**src/rtl/core/sirn_pkg.sv**
```systemverilog
package sirn_pkg;

    // field and datapath widths
    localparam int FIELD_W    = 48;
    localparam int HALF_W     = 24;
    localparam int N_FIELDS   = 12;
    localparam int OUT_W      = 32;
    localparam int CFG_W      = 32;
    localparam int CFG_IDX_W  = 8;
    localparam int SQ_W       = 96;
    localparam int SUM_W      = 97;
    localparam int DEN_W      = 97;
    localparam int CHUNK_W    = 32;
    localparam int TAU_CHUNKS = 4;
    localparam int OP_W       = CHUNK_W * TAU_CHUNKS;
    localparam int PP_W       = 2 * CHUNK_W;
    localparam int PROD_W     = OP_W + CHUNK_W;
    localparam int NUM_EXTRA  = 130;
    localparam int QUO_BITS   = 64;
    localparam int ROOT_BITS  = 32;
    localparam int SQ_REM_W   = 34;
    localparam int FRONT_STAGES = 11;

    // register map
    localparam logic [CFG_IDX_W-1:0] CFG_TAU_SQUARED    = 8'd0;
    localparam logic [CFG_IDX_W-1:0] CFG_ENERGY_FLOOR   = 8'd1;
    localparam logic [CFG_IDX_W-1:0] CFG_CELLS_IN_FRAME = 8'd2;

    localparam logic [CFG_W-1:0] TAU_SQUARED_RST    = 32'd16777216;
    localparam logic [CFG_W-1:0] ENERGY_FLOOR_RST   = 32'd168;
    localparam logic [CFG_W-1:0] CELLS_IN_FRAME_RST = 32'd1;

    // positions of the cell fields in the internal field array
    localparam int FLD_E      = 0;
    localparam int FLD_P      = 1;
    localparam int FLD_TT     = 2;
    localparam int FLD_TX     = 3;
    localparam int FLD_TY     = 4;
    localparam int FLD_TETA   = 5;
    localparam int FLD_XX     = 6;
    localparam int FLD_XY     = 7;
    localparam int FLD_XETA   = 8;
    localparam int FLD_YY     = 9;
    localparam int FLD_YETA   = 10;
    localparam int FLD_ETAETA = 11;

    typedef struct packed {
        logic signed [FIELD_W-1:0] energy_density;
        logic signed [FIELD_W-1:0] pressure;
        logic signed [FIELD_W-1:0] shear_tt;
        logic signed [FIELD_W-1:0] shear_tx;
        logic signed [FIELD_W-1:0] shear_ty;
        logic signed [FIELD_W-1:0] shear_teta;
        logic signed [FIELD_W-1:0] shear_xx;
        logic signed [FIELD_W-1:0] shear_xy;
        logic signed [FIELD_W-1:0] shear_xeta;
        logic signed [FIELD_W-1:0] shear_yy;
        logic signed [FIELD_W-1:0] shear_yeta;
        logic signed [FIELD_W-1:0] shear_etaeta;
    } cell_t;

    typedef struct packed {
        logic [OUT_W-1:0] inverse_reynolds;
        logic             saturated;
        logic             frame_done;
    } result_t;

    typedef struct packed {
        logic valid;
        logic sat;
        logic frame_done;
    } ctl_t;

endpackage

```
**src/rtl/core/sirn_sqrt_cell.sv**
```systemverilog
module sirn_sqrt_cell
    import sirn_pkg::*;
(
    input  logic                 clk,
    input  logic                 rst_n,
    input  logic                 adv,
    input  ctl_t                 in_ctl,
    input  logic [QUO_BITS-1:0]  in_x,
    input  logic [SQ_REM_W-1:0]  in_rem,
    input  logic [ROOT_BITS-1:0] in_root,
    output ctl_t                 out_ctl,
    output logic [QUO_BITS-1:0]  out_x,
    output logic [SQ_REM_W-1:0]  out_rem,
    output logic [ROOT_BITS-1:0] out_root
);

    localparam int TRY_W = SQ_REM_W + 2;

    logic [TRY_W-1:0]     r;
    logic [TRY_W-1:0]     t;
    logic                 ge;
    logic [TRY_W-1:0]     r_left;

    ctl_t                 ctl_reg;
    logic [QUO_BITS-1:0]  x_reg;
    logic [SQ_REM_W-1:0]  rem_reg;
    logic [ROOT_BITS-1:0] root_reg;

    // one root bit per cell, two radicand bits brought down
    always_comb
    begin
        r      = {in_rem, in_x[QUO_BITS-1:QUO_BITS-2]};
        t      = TRY_W'({in_root, 2'b01});
        ge     = r >= t;
        r_left = ge ? (r - t) : r;
    end

    always_ff @(posedge clk or negedge rst_n)
    begin
        if (!rst_n)
        begin
            ctl_reg <= '0;
        end
        else if (adv)
        begin
            ctl_reg <= in_ctl;
        end
    end

    always_ff @(posedge clk)
    begin
        if (adv)
        begin
            x_reg    <= in_x << 2;
            rem_reg  <= r_left[SQ_REM_W-1:0];
            root_reg <= {in_root[ROOT_BITS-2:0], ge};
        end
    end

    assign out_ctl  = ctl_reg;
    assign out_x    = x_reg;
    assign out_rem  = rem_reg;
    assign out_root = root_reg;

endmodule

```
**config.mk**
```make
export PLATFORM = sky130hd
export DESIGN_NAME = sirn_sqrt_cell
export DESIGN_NICKNAME = d
export VERILOG_FILES = /design/src/rtl/core/sirn_pkg.sv /design/src/rtl/core/sirn_sqrt_cell.sv
export SDC_FILE = /design/constraint.sdc
export NUM_CORES = 1
export LEC_CHECK = 0
export BUFFER_PORTS_ARGS = -buffer_cell sky130_fd_sc_hd__buf_2
export CORE_UTILIZATION = 40
export CTS_CLUSTER_SIZE = 20
export DETAILED_ROUTE_END_ITERATION = 16
export MAX_ROUTING_LAYER = met4
export PLACE_DENSITY = 0.68
export SYNTH_ARGS = -nofsm -noshare
export SYNTH_HDL_FRONTEND = slang
export SYNTH_SLANG_ARGS = --single-unit
```
**constraint.sdc**
```tcl
create_clock -name clk -period 1.77 [get_ports clk]
set_input_delay 0.0885 -clock clk [delete_from_list [all_inputs] [get_ports clk]]
set_output_delay 0.0885 -clock clk [all_outputs]
set_load 0.01 [all_outputs]
```
; After elaboration in Yosys (flattened, before gate mapping)
; Index checks and enable logic that the tools add are counted.
; Widths: inputs -> output; s select.
[word_totals]
wordCells = 9
reg_bits = 131
[classes]
addsub = 1
muxes = 1
order_cmp = 1
[ops]
columns = op, n
row1 = $ge 36x34->1, 1
row2 = $mux 34, 1
row3 = $sub 34x34->34, 1

; Depth between registers and ports, before layout
[logic_depth]
ltp_word = 2
mapped_depth = 13
depth_no_buf = 10

; Worst setup path before layout
; No wires, ideal clock.
[synth_path]
kind = input to register
from = in in_root[9]
to = reg rem_reg[27], in the netlist out_rem[27] (data pin)
cell_stages = 10
path_buffers = 0
setup_slack_ns = -0.561
arrival_time_ns = 2.071
cell_sequence = inv_1 -> ha_1 -> a21o_1 -> a31o_1 -> a211oi_4 -> o211ai_2 -> a21bo_2 -> mux2i_1 -> o221ai_1 -> mux2_4
[synth_via]
elab_chain_cells = 2
word_cells_on_any_way = 3
[synth_rtl]
columns = item, line
row1 = start: declaration, sirn_sqrt_cell.sv:10  ; input logic [ROOT_BITS-1:0] in_root,
row2 = $sub 34x34->34 / $ge 36x34->1 (equally long branches), "sirn_sqrt_cell.sv:35, sirn_sqrt_cell.sv:34"
row3 = $mux 34 (*), sirn_sqrt_cell.sv:35  ; r_left = ge ? (r - t) : r;
row4 = via r_left[27], sirn_sqrt_cell.sv:22  ; logic [TRY_W-1:0] r_left;
row5 = end signal: assignment, sirn_sqrt_cell.sv:55  ; rem_reg <= r_left[SQ_REM_W-1:0];
row6 = end: declaration, sirn_sqrt_cell.sv:26  ; logic [SQ_REM_W-1:0] rem_reg;
; The timed path passes the listed nets; every way through them passes the cells marked *.
; A chain may end at the register's enable or synchronous reset.

; Worst setup path in the final report
[layout_path]
from = in in_root[0]
to = reg rem_reg[27], in the netlist out_rem[27] (data pin)
[layout_via]
elab_chain_cells = 2
word_cells_on_any_way = 3
[layout_rtl]
columns = item, line
row1 = $ge 36x34->1, sirn_sqrt_cell.sv:34  ; ge = r >= t;
row2 = via ge, sirn_sqrt_cell.sv:21  ; logic ge;
row3 = $mux 34, sirn_sqrt_cell.sv:35
row4 = via r_left[27], sirn_sqrt_cell.sv:22
; The timed path passes the listed nets, and every way through them passes these cells.

==> flow_metrics.tcl <==
set metrics [dict create \
    cts_buffers 17 \
    syn_area_mm2 0.00642 \
    cpPeakStageDelay_ns 0.29 \
    synthTopCellsByCount "edfxtp_1, nand2_1, inv_1" \
    start_util_pct 41.6 \
    grt_pass1_vias 6523 \
    drive_gt1_share_pct 55.5 \
    synth_seq_cells 131 \
    synth_edf_count 128 \
    drt-pass1-iter-count 4 \
    ys_types 64 \
    dp_hpwl_mm 14.1 \
    design.core.area_mm2 0.0154 \
    ctsRootBufferMaster "clkbuf_16" \
    grt-ovfl-total 0 \
    port_buffers 266 \
    rows 45 \
    synth.area.top_cells "edfxtp_1, ha_1, nand2_1" \
    cp.required_ns 1.94 \
    vias 6451 \
    clk_pin_slew_ns 0.06 \
    wl_per_cell_um 18.5 \
    wl_mm 23.8 \
    ir_drop_mv 0.700 \
    max_cap_violations 0 \
    fill_cells 904 \
    h-tree-depth 4 \
    die_x_um 129 \
    cts_num_sinks 131 \
    netlist_instances 513 \
    hold_path.class "input port to register" \
    worstPathCellList "buf_6, inv_4, ha_4, nor2b_4, o31a_1, o21ai_1, o211ai_1, buf_4, a211oi_2, o21a_2, buf_4, clkinv_4, mux2_4" \
    setup_viol 34 \
    finalHoldViolCount 0 \
    drtIter0Drc 313 \
    grt_pass1_wl_mm 34.0 \
    grt_max_degree 48 \
    area_growth_syn_to_layout_pct 86.8 \
    violations "setup timing" \
    p_per_area_mw_per_mm2 848 \
    cp-end-kind "register" \
    antenna_found_initial 3 \
    hold_ws_ns 0.0282 \
    fmax_mhz 495 \
    synth_area_per_cell_um2 12.5 \
    arrival_ns 2.19 \
    cp_top_family "compound AO/OA/AOI/OAI gates" \
    status "finished, violations left" \
    fin_nets 1229 \
    cp_common_cell "buf_4" \
    synthFlopType "edfxtp_1" \
    final_cells 1286 \
    drcViolationCount 0 \
    gp_congestion 0.855 \
    cp_num_buf_inv 5 \
    synth.top_cell.area_share_pct 59.8 \
    p_leak_nw 5.38 \
    rsz0062_at_grt "true" \
    worst_slack_ns -0.249 \
    cts.path.max_buffers 2 \
    synth_warnings 0 \
    yosysMostFrequentCell "edfxtp_1" \
    finalCritPeriodShare_pct 114 \
    worst-path-max-fanout 4 \
    viasPerCell 5.02 \
    cts_tree "done" \
    dpl.cell_count 1096 \
    period_minus_slack_ns 2.02 \
    fin_skew_ns 0 \
    maxSlewViolCount 0 \
    io_pins 269 \
    final_antenna_net_count 0 \
    clock_latency_ns 0.42 \
    die_h_um 129 \
    grt_use_total_pct 28.4 \
    async_flop_share_pct 2.29 \
    critPathKind "input port to register" \
    yosysTopAreaCell "edfxtp_1" \
    critPathSlowestCell "mux2_4" \
    fp.dieArea_mm2 0.0166 \
    cp-start-kind "input port" \
    synth.yosys.seq_area_share_pct 61.0 \
]
## power by group
part / total [mW] / leakage, nW / internal [mW] / switching [mW]
Clock: 3.48 / 0.269 / 1.98 / 1.50
Combinational: 2.82 / 3.82 / 1.47 / 1.35
Sequential: 3.89 / 1.29 / 3.79 / 0.0992
## worst paths after layout
path | to | depth (start not counted) | startpoint | slack (ns)
worst min register to register | out_ctl[1]$_DFFE_PN0P_ | 1 | out_ctl[1]$_DFFE_PN0P_ | 0.53
worst max-delay path | out_rem[27]$_DFFE_PP_ | 13 | in_root[0] | -0.25
min in group asynchronous | out_ctl[2]$_DFFE_PN0P_ | 3 | rst_n | 0.56
worst min-delay path | out_rem[12]$_DFFE_PP_ | 3 | in_rem[10] | 0.03
max in group asynchronous | out_ctl[0]$_DFFE_PN0P_ | 3 | rst_n | 1.05
worst max register to register | out_ctl[2]$_DFFE_PN0P_ | 1 | out_ctl[2]$_DFFE_PN0P_ | 1.00
## stage by stage
step	setup TNS, ns	instance area, um2	power (mW)	setup WS, ns	util (%)
2_1_floorplan	-9.33	6820	5.01	-0.418	-
3_3_place_gp	-24.01	9230	6.01	-0.756	59.8
3_5_place_dp	-24.87	9230	6.06	-0.772	59.8
4_1_cts	-5.13	11600	9.95	-0.221	75.2
5_1_grt	-6.75	12000	10.6	-0.342	77.8
6_report	-4.92	12000	10.2	-0.249	77.8
## logic make-up after synthesis
group | after synthesis | synth area share [%]
other | 1 | 0.0584
muxes | 8 | 1.38
buffers and inverters | 59 | 4.01
and+or+nand+nor | 120 | 8.73
adders and majority gates | 34 | 6.62
AOI/OAI and AO/OA | 133 | 14.5
xor gates and xnor gates | 27 | 3.68
DFF | 131 | 61.0
## layout make-up
type	count	area, um2	share of cell area, %
clock buffer	18	429	3.58
timing repair buffer	542	4040	33.6
clock inverter	14	144	1.20
inverter	43	216	1.80
tap	211	264	2.20
sequential	131	3920	32.7
multi-input combinational	324	2990	24.9
antenna	3	7.51	0.0626
## layout by cell type (no fill, tap or decap), types with 6 or more instances in the layout
master	netlist	layout
nand2_2	0	9
inv_2	0	6
o21ai_0	41	8
buf_2	6	247
nor3_1	10	8
edfxtp_1	128	128
xnor2_1	14	11
inv_6	0	6
nor2_1	18	13
nand4_1	6	6
buf_4	2	138
a21oi_2	0	8
xor2_1	13	13
nand2_1	58	32
nand2_4	0	17
a21o_1	19	19
ha_1	34	14
clkbuf_16	0	17
buf_12	0	9
o21ai_1	4	17
a21oi_1	28	18
dlygate4sd3_1	0	118
inv_1	42	28
buf_6	1	23
ha_4	0	18
o21ai_2	1	20
## per-layer routing
layer	GRT usage [%]	vias up	routed length [um]
met4	13.2	0	827
met1	29.9	3109	8800
met2	49.9	277	12600
met3	7.36	64	1590
met5	-	-	0
li1	-	3001	-
## what timing repair did
action	CTS	global route
gates resized for setup	81	92
cloned	5	0
pin swaps	51	65
setup buffers	27	11
hold buffers	115	3
endpoints found under the hold margin	116	3
setup endpoints to repair	34	35
## registers in the layout (all words and copies together) (netlist names)
signal / count
out_ctl: 3
out_root: 32
out_rem: 34
out_x: 62
Note: power is estimated with default switching activity, not from simulation.
