## src/rtl/core/sirn_pkg.sv

```systemverilog
package sirn_pkg;

    // field and datapath widths
    localparam int FIELD_W    = 48;
    localparam int HALF_W     = 24;
    localparam int N_FIELDS   = 12;
    localparam int OUT_W      = 32;
    localparam int CFG_W      = 32;
    localparam int CFG_IDX_W  = 8;
    localparam int SQ_W       = 96;
    localparam int SUM_W      = 97;
    localparam int DEN_W      = 97;
    localparam int CHUNK_W    = 32;
    localparam int TAU_CHUNKS = 4;
    localparam int OP_W       = CHUNK_W * TAU_CHUNKS;
    localparam int PP_W       = 2 * CHUNK_W;
    localparam int PROD_W     = OP_W + CHUNK_W;
    localparam int NUM_EXTRA  = 130;
    localparam int QUO_BITS   = 64;
    localparam int ROOT_BITS  = 32;
    localparam int SQ_REM_W   = 34;
    localparam int FRONT_STAGES = 11;

    // register map
    localparam logic [CFG_IDX_W-1:0] CFG_TAU_SQUARED    = 8'd0;
    localparam logic [CFG_IDX_W-1:0] CFG_ENERGY_FLOOR   = 8'd1;
    localparam logic [CFG_IDX_W-1:0] CFG_CELLS_IN_FRAME = 8'd2;

    localparam logic [CFG_W-1:0] TAU_SQUARED_RST    = 32'd16777216;
    localparam logic [CFG_W-1:0] ENERGY_FLOOR_RST   = 32'd168;
    localparam logic [CFG_W-1:0] CELLS_IN_FRAME_RST = 32'd1;

    // positions of the cell fields in the internal field array
    localparam int FLD_E      = 0;
    localparam int FLD_P      = 1;
    localparam int FLD_TT     = 2;
    localparam int FLD_TX     = 3;
    localparam int FLD_TY     = 4;
    localparam int FLD_TETA   = 5;
    localparam int FLD_XX     = 6;
    localparam int FLD_XY     = 7;
    localparam int FLD_XETA   = 8;
    localparam int FLD_YY     = 9;
    localparam int FLD_YETA   = 10;
    localparam int FLD_ETAETA = 11;

    typedef struct packed {
        logic signed [FIELD_W-1:0] energy_density;
        logic signed [FIELD_W-1:0] pressure;
        logic signed [FIELD_W-1:0] shear_tt;
        logic signed [FIELD_W-1:0] shear_tx;
        logic signed [FIELD_W-1:0] shear_ty;
        logic signed [FIELD_W-1:0] shear_teta;
        logic signed [FIELD_W-1:0] shear_xx;
        logic signed [FIELD_W-1:0] shear_xy;
        logic signed [FIELD_W-1:0] shear_xeta;
        logic signed [FIELD_W-1:0] shear_yy;
        logic signed [FIELD_W-1:0] shear_yeta;
        logic signed [FIELD_W-1:0] shear_etaeta;
    } cell_t;

    typedef struct packed {
        logic [OUT_W-1:0] inverse_reynolds;
        logic             saturated;
        logic             frame_done;
    } result_t;

    typedef struct packed {
        logic valid;
        logic sat;
        logic frame_done;
    } ctl_t;

endpackage

```

## src/rtl/core/sirn_div_cell.sv

```systemverilog
module sirn_div_cell
    import sirn_pkg::*;
#(
    parameter int NUM_W = 178
)
(
    input  logic                clk,
    input  logic                rst_n,
    input  logic                adv,
    input  ctl_t                in_ctl,
    input  logic [NUM_W-1:0]    in_rem,
    input  logic [DEN_W-1:0]    in_den,
    input  logic [QUO_BITS-1:0] in_quo,
    output ctl_t                out_ctl,
    output logic [NUM_W-1:0]    out_rem,
    output logic [DEN_W-1:0]    out_den,
    output logic [QUO_BITS-1:0] out_quo
);

    // remainder is kept shifted so the divisor always lines up at the same place
    localparam int HI_W = NUM_W - QUO_BITS + 1;

    logic [HI_W-1:0]     hi;
    logic                ge;
    logic [HI_W-1:0]     hi_left;
    logic [NUM_W-1:0]    rem_next;
    logic [QUO_BITS-1:0] quo_next;

    ctl_t                ctl_reg;
    logic [NUM_W-1:0]    rem_reg;
    logic [DEN_W-1:0]    den_reg;
    logic [QUO_BITS-1:0] quo_reg;

    always_comb
    begin
        hi       = in_rem[NUM_W-1:QUO_BITS-1];
        ge       = hi >= HI_W'(in_den);
        hi_left  = ge ? (hi - HI_W'(in_den)) : hi;
        rem_next = {hi_left, in_rem[QUO_BITS-2:0]} << 1;
        quo_next = {in_quo[QUO_BITS-2:0], ge};
    end

    always_ff @(posedge clk or negedge rst_n)
    begin
        if (!rst_n)
        begin
            ctl_reg <= '0;
        end
        else if (adv)
        begin
            ctl_reg <= in_ctl;
        end
    end

    always_ff @(posedge clk)
    begin
        if (adv)
        begin
            rem_reg <= rem_next;
            den_reg <= in_den;
            quo_reg <= quo_next;
        end
    end

    assign out_ctl = ctl_reg;
    assign out_rem = rem_reg;
    assign out_den = den_reg;
    assign out_quo = quo_reg;

endmodule

```

## config.mk

```make
export PLATFORM = sky130hd
export DESIGN_NAME = sirn_div_cell
export DESIGN_NICKNAME = d
export VERILOG_FILES = /design/src/rtl/core/sirn_pkg.sv /design/src/rtl/core/sirn_div_cell.sv
export SDC_FILE = /design/constraint.sdc
export NUM_CORES = 1
export LEC_CHECK = 0
export CAP_MARGIN = 20
export CORE_AREA = 2 2 270 272
export CTS_BUF_LIST = sky130_fd_sc_hd__clkbuf_8
export CTS_CLUSTER_SIZE = 24
export DETAILED_ROUTE_END_ITERATION = 10
export DIE_AREA = 0 0 272 274
export DONT_BUFFER_PORTS = 1
export PLACE_DENSITY = 0.37
export SLEW_MARGIN = 20
export SYNTH_ARGS = -nofsm -noshare
export SYNTH_HDL_FRONTEND = slang
export SYNTH_SLANG_ARGS = --single-unit
```

## constraint.sdc

```tcl
create_clock -name clk -period 1.3 [get_ports clk]
set_input_delay 0.26 -clock clk [delete_from_list [all_inputs] [get_ports clk]]
set_output_delay 0.26 -clock clk [all_outputs]
set_load 0.01 [all_outputs]
```

Yosys cells after proc, flatten, opt, wreduce, memory -nomap -nowiden
Cells that the tools add are included.
- bits in registers: 341
- input port bits: 345
- output and inout bits: 342
- logic and storage cells: 9
- add/sub/neg operators: 1
- magnitude comparators: 1
- mux-type cells: 1
- operators with widths (operator ; count):
    greater-or-equal comparator 115 x 97 -> 1 bit ; 1
    2-to-1 mux 114 bit ; 1
    subtractor 114 x 97 -> 114 bit ; 1

Longest topological paths before layout
- depth after elaboration: 2
- depth in mapped cells: 17
- depth with buffers taken out: 15

Least setup slack after synthesis
OpenSTA, ideal clock, no wires.
- path type: input to register
- from: input port in_rem[63]
- to: register rem_reg[118], in the netlist out_rem[118], data pin
- arrival time: 3.105 ns
- data required time: 1.033 ns
- slack: -2.072 ns
- stages on the path: 15
- cell sequence: inv_1 -> ha_1 -> inv_1 -> fa_1 -> a211oi_1 -> nor2_1 -> o211a_1 -> or3_1 -> a21oi_2 -> o41ai_4 -> a31o_2 -> a21oi_1 -> o311ai_0 -> xnor2_1 -> o21ai_0
- cells in the longest elaborated chain, start to end: 2
- elaborated cells on any way between the ends: 3
- those cells by class: 1 x add/sub; 1 x order compare; 1 x mux
- ends and longest elaborated chain (element ; line ; text):
    start, declared ; sirn_div_cell.sv:11 ; input logic [NUM_W-1:0] in_rem,
    subtractor 114 x 97 -> 114 bit or greater-or-equal comparator 115 x 97 -> 1 bit (tied branches) ; sirn_div_cell.sv:38, sirn_div_cell.sv:37 ;
    2-to-1 mux 114 bit * ; sirn_div_cell.sv:38 ; hi_left = ge ? (hi - HI_W'(in_den)) : hi;
    via hi_left[54] ; sirn_div_cell.sv:25 ; logic [HI_W-1:0] hi_left;
    end signal, assigned ; sirn_div_cell.sv:59 ; rem_reg <= rem_next;
    end, declared ; sirn_div_cell.sv:30 ; logic [NUM_W-1:0] rem_reg;
The timed path passes the listed nets; every way through them passes the cells marked *.
A chain may end at the register's enable or synchronous reset.

Worst setup path after layout
- from: input port in_den[8]
- to: register rem_reg[171], in the netlist out_rem[171], data pin
- cells in the longest elaborated chain, start to end: 2
- elaborated cells on any way between the ends: 3
- those cells by class: 1 x add/sub; 1 x order compare; 1 x mux
- ends and longest elaborated chain (element ; line ; text):
    start, declared ; sirn_div_cell.sv:12 ; input logic [DEN_W-1:0] in_den,
    subtractor 114 x 97 -> 114 bit or greater-or-equal comparator 115 x 97 -> 1 bit (tied branches) ; sirn_div_cell.sv:38, sirn_div_cell.sv:37 ;
    2-to-1 mux 114 bit * ; sirn_div_cell.sv:38 ;
    via hi_left[107] ; sirn_div_cell.sv:25 ;
Marks and branches as above.

==> results.py <==
metrics = {
    "status": {
        "status": "finished with violations",
        "violations": "negative hold slack, negative setup slack",
    },
    "logic_synthesis": {
        "synth_mux_area_share_pct": 0.546,
        "synth-edff-count": 338,
        "synth_top_family_by_area": "compound AO/OA/AOI/OAI gates",
        "yosysSeqAreaShare_pct": 55.1,
        "ys.flop_type": "edfxtp_1",
        "synth_compound_area_share_pct": 16.4,
        "syn_nets": 2185,
        "synthAdderAreaFrac_pct": 6.65,
        "synth-async-reset-ratio_pct": 0.880,
        "synth_area_mm2": 0.0186,
        "yosys_warnings": 0,
        "ys_ff_latch": 341,
        "synth.avg_cell_area_um2": 10.7,
        "yosys.area_share.simple_pct": 11.6,
        "synth_cells": 1742,
        "yosys.area_share.xor_xnor_pct": 5.14,
        "synth.distinct_cells": 72,
    },
    "clocking": {
        "clk_latency_ps": 660,
        "cts_sinks": 341,
        "cts_buffer_depth": 3,
        "clk_pin_slew_worst_paths_ps": 60,
        "cts_tree": "done",
        "root_buffer": "clkbuf_8",
        "cts_buffers": 66,
        "htreeDepth": 3,
    },
    "detailed_routing": {
        "avgViaCountPerCell": 4.69,
        "wl_mm": 81.7,
        "final_antenna_net_count": 0,
        "drtIter0Drc": 947,
        "first_pass_iters": 7,
        "route.detailed.drc": 0,
        "wl_per_cell_um": 22.1,
        "num_vias": 17300,
    },
    "pwr": {
        "power.density_mw_per_mm2": 1070,
        "leakagePower_nw": 12.7,
        "seq_power_share_pct": 43.6,
        "p_comb_share_pct": 24.9,
        "p_clk_share_pct": 31.4,
        "power_switching_mw": 10.3,
        "swShare_pct": 30.4,
        "ir_worst_vdd_v": 0.000762,
        "p_int_mw": 23.7,
    },
    "layout": {
        "postLayoutCellArea_mm2": 0.0317,
        "fin_util_pct": 44.0,
        "stdcell_count": 3697,
        "nets": 3125,
        "drive_gt1_share_pct": 38.7,
        "syn_to_final_growth_pct": 70.7,
    },
    "placement": {
        "gp_congestion": 0.819,
        "place.detailed.hpwl_mm": 58.3,
        "dpl_cell_area_mm2": 0.0239,
        "numPortBuffers": 0,
        "placed_cells": 3137,
    },
    "setup_path": {
        "cp_common_cell": "buf_6",
        "critPathKind": "input pin to flip-flop",
        "crit_fanout": 5,
        "r2r-start": "out_ctl[1]",
        "worst-endpoint-required_ps": 1690,
        "crit_chain": "inv_1 -> ha_4 -> a21oi_1 -> o21ai_4 -> o2bb2ai_2 -> a21o_1 -> and3_4 -> o2111ai_4 -> a21bo_4 -> a2111oi_4 -> buf_6 -> buf_6 -> or4_4 -> nor4b_4 -> xor2_1",
        "crit_buf_inv": 3,
        "critical_path.top_delay_family": "compound AO/OA/AOI/OAI gates",
        "cp-startpoint": "in_den[8]",
        "critPathArrivalTime_ps": 3090,
        "critical_path.slowest_cell": "or4_4",
        "start_kind": "input pin",
        "cpPeakStageDelay_ps": 460,
        "end_kind": "flip-flop",
    },
    "floorplan": {
        "fp.dieW_um": 272,
        "die-area_mm2": 0.0745,
        "rows": 99,
        "core_mm2": 0.0720,
        "start_util_pct": 25.8,
        "die_h_um": 274,
        "pin_count": 687,
    },
    "timing": {
        "worstMarginPinSlew_ps": 725,
        "fin_crit_sh_pct": 207,
        "rsz0062_at_grt": "true",
        "fmax_mhz": 371,
        "finalMaxSlewViolations": 0,
        "tns_ps": -161870,
        "setup_slack_ps": -1400,
        "final_hold_viol_count": 86,
        "finalSetupViolations": 440,
        "min_period_ps": 2700,
        "fin_worst_skew_ps": 0,
        "max-slew-margin-rel_pct": 51.6,
        "whs_ps": -296,
    },
    "global_route": {
        "grt_max_degree": 342,
        "antenna_found_initial": 8,
        "grt_pass1_vias": 18400,
        "grt_pass1_wl_mm": 116,
        "grt_usage_pct": 20.9,
        "grt_overflow_total": 0,
    },
    "flow_run": {
        "cap_violations": 0,
    },
    "min_path": {
        "hp-class": "input pin to flip-flop",
        "min_from": "in_den[0]",
    },
}
==> Yosys cell counts (3+ instances only) <==
| library cell | number | share of area (%) |
|---|---|---|
| a211o_1 | 5 | 0.24 |
| a211oi_1 | 11 | 0.44 |
| a21boi_0 | 3 | 0.12 |
| a21o_1 | 36 | 1.5 |
| a21oi_1 | 154 | 4.2 |
| a31o_2 | 3 | 0.14 |
| a31oi_1 | 7 | 0.24 |
| and2_1 | 7 | 0.24 |
| and3_1 | 6 | 0.20 |
| buf_2 | 16 | 0.43 |
| clkbuf_1 | 60 | 1.2 |
| dfrtp_1 | 3 | 0.40 |
| edfxtp_1 | 338 | 55 |
| ha_1 | 97 | 6.5 |
| inv_1 | 137 | 2.8 |
| mux2_2 | 9 | 0.55 |
| nand2_1 | 205 | 4.1 |
| nand2b_1 | 6 | 0.20 |
| nand3_1 | 15 | 0.40 |
| nand4_1 | 54 | 1.8 |
| nor2_1 | 92 | 1.9 |
| nor2b_1 | 4 | 0.13 |
| nor3_1 | 26 | 0.70 |
| nor4_1 | 16 | 0.54 |
| nor4b_1 | 3 | 0.14 |
| o2111ai_1 | 3 | 0.14 |
| o211ai_1 | 8 | 0.32 |
| o21a_1 | 23 | 0.93 |
| o21ai_0 | 166 | 4.5 |
| o21ai_1 | 7 | 0.19 |
| o21bai_1 | 38 | 1.5 |
| o311ai_0 | 3 | 0.14 |
| o31a_1 | 3 | 0.14 |
| o31ai_1 | 7 | 0.28 |
| or2_2 | 9 | 0.30 |
| or3_1 | 9 | 0.30 |
| or4_1 | 5 | 0.20 |
| xnor2_1 | 64 | 3.0 |
| xor2_1 | 45 | 2.1 |
==> area by class of cell <==
cell class              count  area [um2]
clock buffers              67         922
clock inverters            49         343
inverters                 138         577
fillers                  6949       40300
repair buffers            948        8670
diodes                      8        20.0
flip-flops and latches    341       10200
multi-input cells        1187        9740
well taps                 959        1200
==> power by group through the flow <==
stage,sequential (mW),clock [mW],combinational [mW]
finish,14.8,10.7,8.48
global route,14.9,11.6,9.21
CTS,14.9,11.1,8.09
detailed placement,15.1,0,6.29
global placement,15.1,0,6.30
floorplan,14.7,0,3.38
==> logic make-up after synthesis <==
logic type | Yosys count
AO/OA/AOI/OAI | 503
AND/OR/NAND/NOR | 465
flip-flops | 341
buffers and inverters | 216
XOR/XNOR | 109
adder cells (fa/ha/maj) | 98
multiplexers | 9
other | 1
==> timing repair <==
item / CTS / global route
gates cloned: 18 / 4
setup endpoints to repair: 456 / 456
endpoints found under the hold margin: 681 / 216
hold buffers: 338 / 1
setup buffers: 63 / 30
resized for setup: 325 / 155
pin swaps: 122 / 70
==> cell usage in the layout, fill, tap and decap left out, drive strengths merged, types with 5 or more instances in the layout <==
| cell type | instances |
|---|---|
| o21a | 23 |
| clkinv | 20 |
| a211oi | 11 |
| nand2 | 205 |
| clkbuf | 70 |
| o31ai | 7 |
| inv | 160 |
| a31oi | 7 |
| o21bai | 38 |
| and3 | 6 |
| xnor2 | 64 |
| or3 | 9 |
| a211o | 5 |
| nor4 | 18 |
| nor3 | 27 |
| nand2b | 6 |
| nand3 | 15 |
| ha | 97 |
| a21o | 36 |
| and2 | 7 |
| xor2 | 45 |
| o211ai | 8 |
| o21ai | 173 |
| nand4 | 54 |
| dlygate4sd3 | 339 |
| buf | 606 |
| a21oi | 156 |
| or2 | 9 |
| or4 | 5 |
| edfxtp | 338 |
| nor2 | 95 |
| diode | 8 |
| mux2 | 9 |
==> registers in the layout, indices dropped and copies added (netlist names) <==
register and count:
out_quo 64, out_den 97, out_ctl 3, out_rem 177
==> per-stage QoR <==
stage	setup slack, ps	power (mW)
6_report	-1400	34.0
5_1_grt	-1510	35.7
4_1_cts	-1350	34.1
3_5_place_dp	-2880	21.4
3_3_place_gp	-2910	21.4
2_1_floorplan	-1780	18.1
==> per-layer routing <==
metal / track usage [%] / routed length, um / share of wire [%] / up-vias
li1: - / - / - / 8277
met1: 23.9 / 32300 / 40 / 8299
met2: 37.4 / 41400 / 51 / 622
met3: 6.15 / 5810 / 7.1 / 142
met4: 6.54 / 2130 / 2.6 / 2
met5: 0 / 12 / 0.015 / -
==> final timing paths <==
check                                    end  slack [ps]  cells after the start
worst max-delay path            out_rem[171]       -1400                     15
worst min-delay path              out_den[0]        -300                      0
worst max register to register    out_ctl[1]         470                      1
worst min register to register    out_ctl[2]         580                      1
max in group asynchronous         out_ctl[1]         740                      2
min in group asynchronous         out_ctl[0]         400                      2
No activity file was read; power rests on OpenSTA's default activity.
